--- src/design/ppm_pkg.sv ---
// ----------------------------------------------------------------------------
// ppm_pkg
// Shared types and constants for the P6 stream decoder: parser phases,
// result kinds, the job record passed from parser to divider, character codes.
// ----------------------------------------------------------------------------
package ppm_pkg;

  localparam int unsigned BYTE_W     = 8;
  localparam int unsigned VALUE_W    = 16;
  localparam int unsigned ACC_W      = 17;
  localparam int unsigned QUOT_W     = 8;
  localparam int unsigned FIFO_DEPTH = 2;

  localparam logic [ACC_W-1:0]  ACC_SAT    = 17'd65536;
  localparam logic [QUOT_W-1:0] SAMPLE_MAX = 8'd255;

  // character codes
  localparam logic [BYTE_W-1:0] CHAR_SPACE = 8'h20;
  localparam logic [BYTE_W-1:0] CHAR_TAB   = 8'h09;
  localparam logic [BYTE_W-1:0] CHAR_LF    = 8'h0A;
  localparam logic [BYTE_W-1:0] CHAR_CR    = 8'h0D;
  localparam logic [BYTE_W-1:0] CHAR_HASH  = 8'h23;
  localparam logic [BYTE_W-1:0] CHAR_ZERO  = 8'h30;
  localparam logic [BYTE_W-1:0] CHAR_NINE  = 8'h39;

  // parser phases; gap, comment and number phases come in groups of three, one per header field
  typedef enum logic [3:0] {
    PH_MAGIC0, PH_MAGIC1,
    PH_GAP0, PH_GAP1, PH_GAP2,
    PH_COM0, PH_COM1, PH_COM2,
    PH_NUM0, PH_NUM1, PH_NUM2,
    PH_MAXCOM, PH_HIGH, PH_LOW, PH_DONE, PH_ERROR
  } phase_e;

  typedef enum logic [2:0] {
    KIND_WIDTH, KIND_HEIGHT, KIND_MAXVAL, KIND_SAMPLE, KIND_ERROR
  } kind_e;

  typedef enum logic [1:0] {
    BK_IDLE, BK_DIV, BK_DONE
  } back_e;

  // one queued job: a finished header result, an error, or a raw sample with its divisor
  typedef struct packed {
    kind_e                kind;
    logic [VALUE_W-1:0]   value;
    logic                 last;
    logic [VALUE_W-1:0]   divisor;
  } job_t;

  // header field index of a gap, comment or number phase
  function automatic logic [1:0] field_of(input phase_e ph);
    logic [1:0] f;
    unique case (ph)
      PH_GAP1, PH_COM1, PH_NUM1: f = 2'd1;
      PH_GAP2, PH_COM2, PH_NUM2: f = 2'd2;
      default:                   f = 2'd0;
    endcase
    return f;
  endfunction

  function automatic phase_e gap_of(input logic [1:0] f);
    phase_e ph;
    unique case (f)
      2'd1:    ph = PH_GAP1;
      2'd2:    ph = PH_GAP2;
      default: ph = PH_GAP0;
    endcase
    return ph;
  endfunction

  function automatic phase_e com_of(input logic [1:0] f);
    phase_e ph;
    unique case (f)
      2'd1:    ph = PH_COM1;
      2'd2:    ph = PH_COM2;
      default: ph = PH_COM0;
    endcase
    return ph;
  endfunction

  function automatic phase_e num_of(input logic [1:0] f);
    phase_e ph;
    unique case (f)
      2'd1:    ph = PH_NUM1;
      2'd2:    ph = PH_NUM2;
      default: ph = PH_NUM0;
    endcase
    return ph;
  endfunction

  function automatic logic is_space(input logic [BYTE_W-1:0] b);
    return (b == CHAR_SPACE) || ((b >= CHAR_TAB) && (b <= CHAR_CR));
  endfunction

  function automatic logic is_digit(input logic [BYTE_W-1:0] b);
    return (b >= CHAR_ZERO) && (b <= CHAR_NINE);
  endfunction

endpackage

--- src/design/ppm_front.sv ---
// ----------------------------------------------------------------------------
// ppm_front
// Header parser and raster byte collector. Takes one byte per transaction,
// emits header results, errors and raw samples as jobs into the queue.
// ----------------------------------------------------------------------------
module ppm_front
  import ppm_pkg::*;
#(
  parameter int unsigned SIDE_BITS = 16
) (
  input  logic              clk_i,
  input  logic              rst_ni,
  input  logic              accept_i,
  input  logic [BYTE_W-1:0] byte_i,
  input  logic              start_i,
  output logic              push_o,
  output job_t              job_o
);

  localparam int unsigned W3_W   = SIDE_BITS + 2;
  localparam int unsigned LEFT_W = 2 * SIDE_BITS + 2;

  phase_e               phase_q, phase_d, cur_phase;
  logic [ACC_W-1:0]     acc_q, acc_d, cur_acc;
  logic [SIDE_BITS-1:0] width_q, width_d, cur_width;
  logic [W3_W-1:0]      width3_q, width3_d, cur_width3;
  logic [SIDE_BITS-1:0] height_q, height_d, cur_height;
  logic [VALUE_W-1:0]   maxval_q, maxval_d, cur_maxval;
  logic [BYTE_W-1:0]    held_q, held_d, cur_held;
  logic [LEFT_W-1:0]    left_q, left_d, cur_left;

  logic [1:0]           fld;
  logic [3:0]           digit;
  logic [ACC_W+2:0]     acc_mul;
  logic                 b_space, b_digit, b_hash, b_eol, b_wide;
  logic                 emit;
  job_t                 job;

  // a start byte restarts from the reset state before being used
  always_comb begin
    if (start_i) begin
      cur_phase  = PH_MAGIC0;
      cur_acc    = '0;
      cur_width  = '0;
      cur_width3 = '0;
      cur_height = '0;
      cur_maxval = VALUE_W'(SAMPLE_MAX);
      cur_held   = '0;
      cur_left   = '0;
    end else begin
      cur_phase  = phase_q;
      cur_acc    = acc_q;
      cur_width  = width_q;
      cur_width3 = width3_q;
      cur_height = height_q;
      cur_maxval = maxval_q;
      cur_held   = held_q;
      cur_left   = left_q;
    end
  end

  // byte classes
  assign b_space = is_space(byte_i);
  assign b_digit = is_digit(byte_i);
  assign b_hash  = (byte_i == CHAR_HASH);
  assign b_eol   = (byte_i == CHAR_LF) || (byte_i == CHAR_CR);
  assign digit   = 4'(byte_i - CHAR_ZERO);
  assign fld     = field_of(cur_phase);
  assign b_wide  = (cur_maxval[VALUE_W-1:BYTE_W] != '0);

  // accumulator times ten plus digit, as shifts and adds
  assign acc_mul = {cur_acc, 3'b000} + {2'b00, cur_acc, 1'b0} + (ACC_W+3)'(digit);

  // parser next state
  always_comb begin
    phase_d  = cur_phase;
    acc_d    = cur_acc;
    width_d  = cur_width;
    width3_d = cur_width3;
    height_d = cur_height;
    maxval_d = cur_maxval;
    held_d   = cur_held;
    left_d   = cur_left;
    emit     = 1'b0;
    job      = '{kind: KIND_ERROR, value: '0, last: 1'b0, divisor: cur_maxval};

    unique case (cur_phase)
      PH_MAGIC0: phase_d = PH_MAGIC1;
      PH_MAGIC1: phase_d = PH_GAP0;
      PH_GAP0, PH_GAP1, PH_GAP2: begin
        if (b_space) begin
          phase_d = cur_phase;
        end else if (b_hash) begin
          phase_d = com_of(fld);
        end else if (b_digit) begin
          acc_d   = ACC_W'(digit);
          phase_d = num_of(fld);
        end else begin
          phase_d = PH_ERROR;
          emit    = 1'b1;
        end
      end
      PH_COM0, PH_COM1, PH_COM2: begin
        if (b_eol) begin
          phase_d = gap_of(fld);
        end
      end
      PH_NUM0, PH_NUM1, PH_NUM2: begin
        if (b_digit) begin
          acc_d = (acc_mul > (ACC_W+3)'(ACC_SAT)) ? ACC_SAT : acc_mul[ACC_W-1:0];
        end else if (b_space || b_hash) begin
          // number ends here
          acc_d = '0;
          emit  = 1'b1;
          if (fld != 2'd2) begin
            if (cur_acc[ACC_W-1:SIDE_BITS] != '0) begin
              phase_d = PH_ERROR;
            end else begin
              job.kind  = kind_e'({1'b0, fld});
              job.value = cur_acc[VALUE_W-1:0];
              if (fld == 2'd0) begin
                width_d  = cur_acc[SIDE_BITS-1:0];
                width3_d = {1'b0, cur_acc[SIDE_BITS-1:0], 1'b0}
                         + {2'b00, cur_acc[SIDE_BITS-1:0]};
                phase_d  = b_hash ? PH_COM1 : PH_GAP1;
              end else begin
                height_d = cur_acc[SIDE_BITS-1:0];
                phase_d  = b_hash ? PH_COM2 : PH_GAP2;
              end
            end
          end else if ((cur_acc == '0) || cur_acc[ACC_W-1]) begin
            phase_d = PH_ERROR;
          end else begin
            job.kind  = KIND_MAXVAL;
            job.value = cur_acc[VALUE_W-1:0];
            maxval_d  = cur_acc[VALUE_W-1:0];
            left_d    = LEFT_W'(cur_width3 * cur_height);
            if (b_hash) begin
              phase_d = PH_MAXCOM;
            end else if ((cur_width == '0) || (cur_height == '0)) begin
              phase_d = PH_DONE;
            end else begin
              phase_d = (cur_acc[VALUE_W-1:BYTE_W] != '0) ? PH_HIGH : PH_LOW;
            end
          end
        end else begin
          phase_d = PH_ERROR;
          emit    = 1'b1;
        end
      end
      PH_MAXCOM: begin
        if (b_eol) begin
          if (cur_left == '0) begin
            phase_d = PH_DONE;
          end else begin
            phase_d = b_wide ? PH_HIGH : PH_LOW;
          end
        end
      end
      PH_HIGH: begin
        held_d  = byte_i;
        phase_d = PH_LOW;
      end
      PH_LOW: begin
        emit      = 1'b1;
        job.kind  = KIND_SAMPLE;
        job.value = b_wide ? {cur_held, byte_i} : {{(VALUE_W-BYTE_W){1'b0}}, byte_i};
        job.last  = (cur_left == LEFT_W'(1));
        left_d    = cur_left - LEFT_W'(1);
        if (job.last) begin
          phase_d = PH_DONE;
        end else begin
          phase_d = b_wide ? PH_HIGH : PH_LOW;
        end
      end
      PH_DONE, PH_ERROR: phase_d = cur_phase;
      default:           phase_d = cur_phase;
    endcase
  end

  assign push_o = accept_i && emit;
  assign job_o  = job;

  // parser state registers
  always_ff @(posedge clk_i or negedge rst_ni) begin
    if (!rst_ni) begin
      phase_q  <= PH_MAGIC0;
      acc_q    <= '0;
      width_q  <= '0;
      width3_q <= '0;
      height_q <= '0;
      maxval_q <= VALUE_W'(SAMPLE_MAX);
      held_q   <= '0;
      left_q   <= '0;
    end else if (accept_i) begin
      phase_q  <= phase_d;
      acc_q    <= acc_d;
      width_q  <= width_d;
      width3_q <= width3_d;
      height_q <= height_d;
      maxval_q <= maxval_d;
      held_q   <= held_d;
      left_q   <= left_d;
    end
  end

endmodule

--- src/design/ppm_fifo.sv ---
// ----------------------------------------------------------------------------
// ppm_fifo
// Short job queue between parser and divider so each side stalls on its own.
// ----------------------------------------------------------------------------
module ppm_fifo
  import ppm_pkg::*;
(
  input  logic clk_i,
  input  logic rst_ni,
  input  logic push_i,
  input  job_t job_i,
  output logic full_o,
  input  logic pop_i,
  output job_t job_o,
  output logic empty_o
);

  localparam int unsigned PTR_W = $clog2(FIFO_DEPTH);
  localparam int unsigned CNT_W = PTR_W + 1;

  job_t             slot_q [FIFO_DEPTH];
  logic [PTR_W-1:0] wr_ptr_q, rd_ptr_q;
  logic [CNT_W-1:0] count_q;

  assign full_o  = (count_q == CNT_W'(FIFO_DEPTH));
  assign empty_o = (count_q == '0);
  assign job_o   = slot_q[rd_ptr_q];

  // storage
  always_ff @(posedge clk_i) begin
    if (push_i) begin
      slot_q[wr_ptr_q] <= job_i;
    end
  end

  // pointers and fill count
  always_ff @(posedge clk_i or negedge rst_ni) begin
    if (!rst_ni) begin
      wr_ptr_q <= '0;
      rd_ptr_q <= '0;
      count_q  <= '0;
    end else begin
      if (push_i) begin
        wr_ptr_q <= wr_ptr_q + PTR_W'(1);
      end
      if (pop_i) begin
        rd_ptr_q <= rd_ptr_q + PTR_W'(1);
      end
      count_q <= count_q + CNT_W'(push_i) - CNT_W'(pop_i);
    end
  end

  // queue never overflows or underflows
  a_no_overflow: assert property (@(posedge clk_i) disable iff (!rst_ni)
    full_o |-> !push_i)
    else $error("job pushed into full queue");

  a_no_underflow: assert property (@(posedge clk_i) disable iff (!rst_ni)
    empty_o |-> !pop_i)
    else $error("job popped from empty queue");

endmodule

--- src/design/ppm_back.sv ---
// ----------------------------------------------------------------------------
// ppm_back
// Carries out queued jobs: header results and errors pass straight to the output
// register, samples go through a radix-2 divider for floor(255*s/maxval).
// ----------------------------------------------------------------------------
module ppm_back
  import ppm_pkg::*;
(
  input  logic               clk_i,
  input  logic               rst_ni,
  input  job_t               job_i,
  input  logic               empty_i,
  output logic               pop_o,
  output logic               m_tvalid_o,
  input  logic               m_tready_i,
  output logic [VALUE_W-1:0] m_tdata_o,
  output logic [2:0]         m_tuser_o,
  output logic               m_tlast_o
);

  localparam int unsigned PROD_W = VALUE_W + QUOT_W;
  localparam int unsigned STEP_W = $clog2(QUOT_W);

  back_e               state_q, state_d;
  logic [STEP_W-1:0]   step_q, step_d;
  logic [VALUE_W-1:0]  rem_q, rem_d;
  logic [QUOT_W-1:0]   lo_q, lo_d;
  logic [QUOT_W-1:0]   quo_q, quo_d;
  logic [VALUE_W-1:0]  div_q, div_d;
  logic                sat_q, sat_d;
  logic                last_q, last_d;

  logic                out_valid_q;
  kind_e               out_kind_q;
  logic [VALUE_W-1:0]  out_value_q;
  logic                out_last_q;

  logic                out_free, load_out;
  kind_e               load_kind;
  logic [VALUE_W-1:0]  load_value;
  logic                load_last;
  logic [PROD_W-1:0]   scaled;
  logic [VALUE_W:0]    trial;
  logic                ge;

  assign out_free = !out_valid_q || m_tready_i;

  // 255*s as a shift and subtract
  assign scaled = {job_i.value, {QUOT_W{1'b0}}} - PROD_W'(job_i.value);

  // one quotient bit per step
  assign trial = {rem_q, lo_q[QUOT_W-1]};
  assign ge    = (trial >= {1'b0, div_q});

  // job sequencer
  always_comb begin
    state_d    = state_q;
    step_d     = step_q;
    rem_d      = rem_q;
    lo_d       = lo_q;
    quo_d      = quo_q;
    div_d      = div_q;
    sat_d      = sat_q;
    last_d     = last_q;
    pop_o      = 1'b0;
    load_out   = 1'b0;
    load_kind  = job_i.kind;
    load_value = job_i.value;
    load_last  = job_i.last;

    unique case (state_q)
      BK_IDLE: begin
        if (!empty_i) begin
          if (job_i.kind == KIND_SAMPLE) begin
            pop_o   = 1'b1;
            rem_d   = scaled[PROD_W-1:QUOT_W];
            lo_d    = scaled[QUOT_W-1:0];
            div_d   = job_i.divisor;
            last_d  = job_i.last;
            quo_d   = '0;
            sat_d   = 1'b0;
            step_d  = '0;
            state_d = BK_DIV;
          end else if (out_free) begin
            pop_o    = 1'b1;
            load_out = 1'b1;
          end
        end
      end
      BK_DIV: begin
        if (step_q == '0) begin
          sat_d = (rem_q >= div_q);
        end
        rem_d  = ge ? VALUE_W'(trial - {1'b0, div_q}) : trial[VALUE_W-1:0];
        lo_d   = {lo_q[QUOT_W-2:0], 1'b0};
        quo_d  = {quo_q[QUOT_W-2:0], ge};
        step_d = step_q + STEP_W'(1);
        if (step_q == STEP_W'(QUOT_W - 1)) begin
          state_d = BK_DONE;
        end
      end
      BK_DONE: begin
        if (out_free) begin
          load_out   = 1'b1;
          load_kind  = KIND_SAMPLE;
          load_value = VALUE_W'(sat_q ? SAMPLE_MAX : quo_q);
          load_last  = last_q;
          state_d    = BK_IDLE;
        end
      end
      default: state_d = BK_IDLE;
    endcase
  end

  always_ff @(posedge clk_i or negedge rst_ni) begin
    if (!rst_ni) begin
      state_q <= BK_IDLE;
      step_q  <= '0;
    end else begin
      state_q <= state_d;
      step_q  <= step_d;
    end
  end

  // divider datapath
  always_ff @(posedge clk_i) begin
    rem_q  <= rem_d;
    lo_q   <= lo_d;
    quo_q  <= quo_d;
    div_q  <= div_d;
    sat_q  <= sat_d;
    last_q <= last_d;
  end

  // output register
  always_ff @(posedge clk_i or negedge rst_ni) begin
    if (!rst_ni) begin
      out_valid_q <= 1'b0;
    end else if (load_out) begin
      out_valid_q <= 1'b1;
    end else if (m_tready_i) begin
      out_valid_q <= 1'b0;
    end
  end

  always_ff @(posedge clk_i) begin
    if (load_out) begin
      out_kind_q  <= load_kind;
      out_value_q <= load_value;
      out_last_q  <= load_last;
    end
  end

  assign m_tvalid_o = out_valid_q;
  assign m_tdata_o  = out_value_q;
  assign m_tuser_o  = out_kind_q;
  assign m_tlast_o  = out_last_q;

  // scaled samples stay within eight bits
  a_sample_range: assert property (@(posedge clk_i) disable iff (!rst_ni)
    (out_valid_q && (out_kind_q == KIND_SAMPLE)) |-> (out_value_q[VALUE_W-1:QUOT_W] == '0))
    else $error("scaled sample above 255");

  // only samples carry the last mark
  a_last_on_sample: assert property (@(posedge clk_i) disable iff (!rst_ni)
    (out_valid_q && out_last_q) |-> (out_kind_q == KIND_SAMPLE))
    else $error("last mark on a header result");

  // the divider runs exactly its quotient steps before finishing
  a_div_length: assert property (@(posedge clk_i) disable iff (!rst_ni)
    ((state_q == BK_DIV) && (step_q != STEP_W'(QUOT_W - 1))) |=> (state_q == BK_DIV))
    else $error("divider left early");

endmodule

--- src/design/ppm_p6_stream_decoder_unit.sv ---
// ----------------------------------------------------------------------------
// ppm_p6_stream_decoder_unit
// Binary PPM (P6) stream decoder: parses the header, reports width, height
// and maxval, and rescales each raster sample to 8 bits.
//
//   channel   dir  tdata                   tuser              tlast
//   s_axis    in   [7:0] byte_value        [0] start_of_file  -
//   m_axis    out  [15:0] value            [2:0] kind         last_sample
//
// Input bytes are taken one per cycle while the job queue has room. For
// each sample the back end loads 255*s, runs eight radix-2 quotient steps,
// then moves the result into the output register once that is free.
// Reset clears the parser, queue, divider state and output valid at once.
// A stalled output holds its result; the divider finishes its sample and waits,
// the queue keeps filling until it is full, then s_axis_tready_o drops.
// ----------------------------------------------------------------------------
module ppm_p6_stream_decoder_unit
  import ppm_pkg::*;
#(
  parameter int unsigned SIDE_BITS = 16
) (
  input  logic                clk_i,
  input  logic                rst_ni,
  input  logic                s_axis_tvalid_i,
  output logic                s_axis_tready_o,
  input  logic [BYTE_W-1:0]   s_axis_tdata_i,   // [7:0] byte_value
  input  logic                s_axis_tuser_i,   // [0] start_of_file
  output logic                m_axis_tvalid_o,
  input  logic                m_axis_tready_i,
  output logic [VALUE_W-1:0]  m_axis_tdata_o,   // [15:0] value
  output logic [2:0]          m_axis_tuser_o,   // [2:0] kind
  output logic                m_axis_tlast_o    // last_sample
);

  logic accept, push, full, pop, empty;
  job_t push_job, head_job;

  assign s_axis_tready_o = !full;
  assign accept          = s_axis_tvalid_i && !full;

  // header parser and sample collector
  ppm_front #(
    .SIDE_BITS (SIDE_BITS)
  ) u_front (
    .clk_i    (clk_i),
    .rst_ni   (rst_ni),
    .accept_i (accept),
    .byte_i   (s_axis_tdata_i),
    .start_i  (s_axis_tuser_i),
    .push_o   (push),
    .job_o    (push_job)
  );

  // job queue
  ppm_fifo u_fifo (
    .clk_i   (clk_i),
    .rst_ni  (rst_ni),
    .push_i  (push),
    .job_i   (push_job),
    .full_o  (full),
    .pop_i   (pop),
    .job_o   (head_job),
    .empty_o (empty)
  );

  // divider and output stage
  ppm_back u_back (
    .clk_i      (clk_i),
    .rst_ni     (rst_ni),
    .job_i      (head_job),
    .empty_i    (empty),
    .pop_o      (pop),
    .m_tvalid_o (m_axis_tvalid_o),
    .m_tready_i (m_axis_tready_i),
    .m_tdata_o  (m_axis_tdata_o),
    .m_tuser_o  (m_axis_tuser_o),
    .m_tlast_o  (m_axis_tlast_o)
  );

endmodule
--- config.mk ---
export PLATFORM = sky130hd
export DESIGN_NAME = ppm_p6_stream_decoder_unit
export DESIGN_NICKNAME = d
export VERILOG_FILES = /design/src/design/ppm_pkg.sv /design/src/design/ppm_front.sv /design/src/design/ppm_fifo.sv /design/src/design/ppm_back.sv /design/src/design/ppm_p6_stream_decoder_unit.sv
export SDC_FILE = /design/constraint.sdc
export NUM_CORES = 2
export LEC_CHECK = 0
export BUFFER_PORTS_ARGS = -buffer_cell sky130_fd_sc_hd__buf_4
export CORE_UTILIZATION = 50
export CTS_BUF_LIST = sky130_fd_sc_hd__clkbuf_4 sky130_fd_sc_hd__clkbuf_8
export DETAILED_ROUTE_END_ITERATION = 10
export PLACE_DENSITY_LB_ADDON = 0.15
export SLEW_MARGIN = 20
export SYNTH_ARGS = -nofsm -noshare
export SYNTH_HDL_FRONTEND = slang
export SYNTH_SLANG_ARGS = --single-unit
--- constraint.sdc ---
create_clock -name clk_i -period 6.1 [get_ports clk_i]
set_clock_uncertainty 0.15 [all_clocks]
set_input_delay 0.305 -clock clk_i [delete_from_list [all_inputs] [get_ports clk_i]]
set_output_delay 0.305 -clock clk_i [all_outputs]
set_load 0.005 [all_outputs]
==> impl_metrics.py <==
metrics = {
    "run_status": {
        "outcome": "complete, but fails checks",
        "violations": "negative setup slack",
    },
    "min_path": {
        "hold_path.class": "input port to async pin",
    },
    "synth": {
        "synth_edf_count": 142,
        "avgSynthCellArea_sq_um": 9.14,
        "yosysWarningCount": 0,
        "synthMuxAreaShare": 0.0198,
        "synth-xor-area-share": 0.0256,
        "synth-seq-cells": 281,
        "yosys.area_share.adder": 0.268,
        "async_reset_ff_frac": 0.495,
        "synth_flop_cell": "edfxtp_1",
        "synth-compound-area-share": 0.155,
        "yosys.area_share.simple": 0.179,
        "synth_top_family_by_area": "adder cells",
        "seq_area_frac_synth": 0.287,
        "syn_nets": 3416,
        "netlist-cell-type-count": 90,
        "netlist_area_sq_um": 27100,
        "syn_inst": 2959,
    },
    "timing": {
        "post-route-period-util": 1.02,
        "whs_ns": 0.152,
        "tightest_slew_ns": 0.966,
        "setup_ws_ns": -0.141,
        "slew_viol_final": 0,
        "relSlewSlack": 0.353,
        "hold_viol": 0,
        "fmax_mhz": 160,
        "finalSetupViolCount": 9,
        "rsz0062_at_grt": "true",
        "finalCriticalPeriod_ns": 6.24,
    },
    "clocking": {
        "clk_path_buf_depth": 3,
        "clkTransAtPathRegs_ns": 0.07,
        "cts_num_sinks": 281,
        "cts_max_level": 2,
        "clock_latency_ns": 0.61,
        "numCtsBuffers": 49,
        "cts_tree": "yes",
        "root_buffer": "clkbuf_8",
    },
    "power_and_ir_drop": {
        "power.density_nw_per_um2": 249,
        "ir_worst_vdd_v": 0.000184,
        "total_power_uw": 7870,
        "leakage_uw": 0.0143,
    },
    "die": {
        "die_y_um": 235,
        "rows": 84,
        "start_util": 0.511,
        "die_w_um": 235,
        "io_pins": 35,
        "coreArea_sq_um": 53000,
        "die_area_sq_um": 55000,
    },
    "routing": {
        "drtPass1Iterations": 8,
        "routed_wirelength_um": 82100,
        "vias": 23273,
        "final_antenna_net_count": 0,
        "routed_via_density": 5.98,
        "first_iter_violations": 2172,
        "drc": 0,
        "avgRoutedWirePerCell_um": 21.1,
    },
    "cells_and_area": {
        "final_nets": 3623,
        "instances_no_fill": 3894,
        "regArea_sq_um": 7770,
        "multi_input_area_sq_um": 18100,
        "drive_above_1_share": 0.181,
        "final_common_cell": "nand2_1",
        "n_antenna_cell": 0,
        "fillers": 4630,
        "syn2layout_area_growth_pct": 16.8,
        "design_area_sq_um": 31600,
        "final_cell_mix": "327 x nand2_1, 310 x inv_1, 258 x buf_4, 213 x fa_1, 207 x ha_1",
    },
    "grt": {
        "grt-ovfl-total": 0,
        "grt_max_degree": 104,
        "track_usage": 0.296,
        "antenna_found_initial": 0,
        "grt_pass1_wl_um": 129000,
        "grt_pass1_vias": 23231,
    },
    "setup_path": {
        "rr_worst_depth": 22,
        "worstReg2RegEnd": "u_front.left_q[31]",
        "crit_required_ns": 6.44,
        "r2r_start": "u_front.width3_q[11]",
        "worstPathMaxFanout": 6,
        "cp-start-kind": "register",
        "arrival_ns": 6.58,
        "end_kind": "register",
        "r2r_slack_ns": -0.14,
        "worst-setup-path-type": "register to register",
    },
    "placement": {
        "dp_hpwl_um": 63200,
        "dp_slack_ns": -0.510,
        "io_buffers": 34,
        "finalWeightedCongestion": 0.953,
        "dp.cells": 3765,
        "placed_cell_area_sq_um": 29600,
    },
    "job": {
        "drv_cap": 0,
    },
}
[sequential cells by signal, summed over array words and instances (netlist names), 2 cells and up]
signal            count
u_front.phase_q       4
u_back.m_tuser_o      3
u_fifo.count_q        2
u_front.maxval_q     16
u_back.step_q         3
u_front.left_q       34
u_fifo.slot_q        72
u_front.acc_q        17
u_front.held_q        8
u_back.m_tdata_o     16
u_back.lo_q           8
u_back.state_q        2
u_front.width_q      16
u_front.height_q     16
u_back.div_q         16
u_back.rem_q         16
u_back.quo_q          8
u_front.width3_q     18
[what timing repair did]
item / in CTS / in global routing
endpoints found under the hold margin: 81 / 0
pin swaps: 42 / 61
setup endpoints to repair: 15 / 19
cloned: 1 / 0
resized for setup: 76 / 75
setup buffers: 13 / 16
hold buffers: 10 / 0
[cell families (layout without fill, tap and decap cells)]
logic type,Yosys count,count (layout)
compound gates,643,643
flops,281,281
mux,51,51
xor+xnor,79,79
simple gates,988,989
buf+inv,473,719
fa+ha+maj,444,444
[area by class of cell]
type,instances,share of cell area
multi-input combinational,2206,0.573
sequential,281,0.246
timing repair buffer,301,0.0792
inverter,327,0.0388
clock buffer,67,0.0284
tap,688,0.0272
clock inverter,24,0.00756
[synthesized netlist by cell type (12+ instances only)]
cell type  instances  area (sq um)
a211oi_1          12          90.1
mux2_2            20           225
o21a_1            23           173
inv_1            324          1220
nor2_1           174           653
mux2i_1           31           310
xor2_1            25           219
a22o_1            35           307
nand2_1          343          1290
nor3_1            62           310
and2_1           140           876
a22oi_1           45           338
a221oi_1          13           114
xnor2_1           54           473
o21bai_1          12          90.1
edfxtp_1         142          4260
or2_2             17           106
ha_1             218          2730
dfrtp_1          131          3280
o21ai_0           98           490
nor4_1            21           131
nand4_1           23           144
or3_1             23           144
o21ai_1           87           435
and3_1            17           106
o211ai_1          21           158
clkbuf_1         130           488
a21o_1            22           165
a31oi_1           16           100
nand3_1           40           200
nor2b_1           76           475
nand2b_1          15          93.8
a21oi_1          153           766
fa_1             226          4520
[worst max path at each step]
stage | startpoint | to | slack, ns | depth (start not counted)
3_5_place_dp | s_axis_tuser_i | u_front.left_q[23] | -0.51 | 25
3_3_place_gp | s_axis_tuser_i | u_front.left_q[23] | -0.39 | 25
6_report | u_front.width3_q[11] | u_front.left_q[31] | -0.14 | 22
5_1_grt | u_front.width3_q[11] | u_front.left_q[33] | -0.30 | 22
4_1_cts | u_front.height_q[6] | u_front.left_q[28] | -0.09 | 22
2_1_floorplan | s_axis_tuser_i | u_front.left_q[33] | -0.16 | 27
[power breakdown]
group | leakage, uW | total [uW] | switching, uW | internal, uW
Sequential | 0.00315 | 2820 | 354 | 2470
Combinational | 0.0106 | 3070 | 1860 | 1210
Clock | 0.000602 | 1980 | 845 | 1140
[worst max-delay path, cell delays in order, from the launching register on]
cell	delay [ns]
dfrtp_1	0.44
nor2b_4	0.27
buf_6	0.13
nand2_2	0.05
fa_1	0.52
fa_2	0.45
fa_2	0.55
inv_2	0.04
fa_2	0.38
fa_1	0.51
inv_1	0.05
fa_1	0.55
inv_2	0.05
ha_4	0.29
and4_4	0.23
nand3_1	0.07
a211o_1	0.28
a311o_1	0.39
nand2_1	0.09
a21o_1	0.14
and3b_1	0.21
o21ai_2	0.06
a21bo_1	0.20
[stage by stage]
| stage | TNS [ns] | util |
|---|---|---|
| 2_1_floorplan | -0.565 | - |
| 3_5_place_dp | -5.64 | 0.560 |
| 4_1_cts | -0.568 | 0.589 |
| 5_1_grt | -2.51 | 0.597 |
| 6_report | -0.676 | 0.597 |
| 3_3_place_gp | -3.48 | 0.560 |
[metal layers]
| metal | share of wire | wire (um) | up-vias | track usage |
|---|---|---|---|---|
| li1 | - | - | 10596 | - |
| met1 | 0.44 | 36200 | 11543 | 0.416 |
| met2 | 0.45 | 37300 | 951 | 0.470 |
| met3 | 0.071 | 5830 | 183 | 0.0439 |
| met4 | 0.034 | 2820 | 0 | 0.0969 |
| met5 | 0 | 0 | - | 0 |
Power figures use the tool's default switching activity.
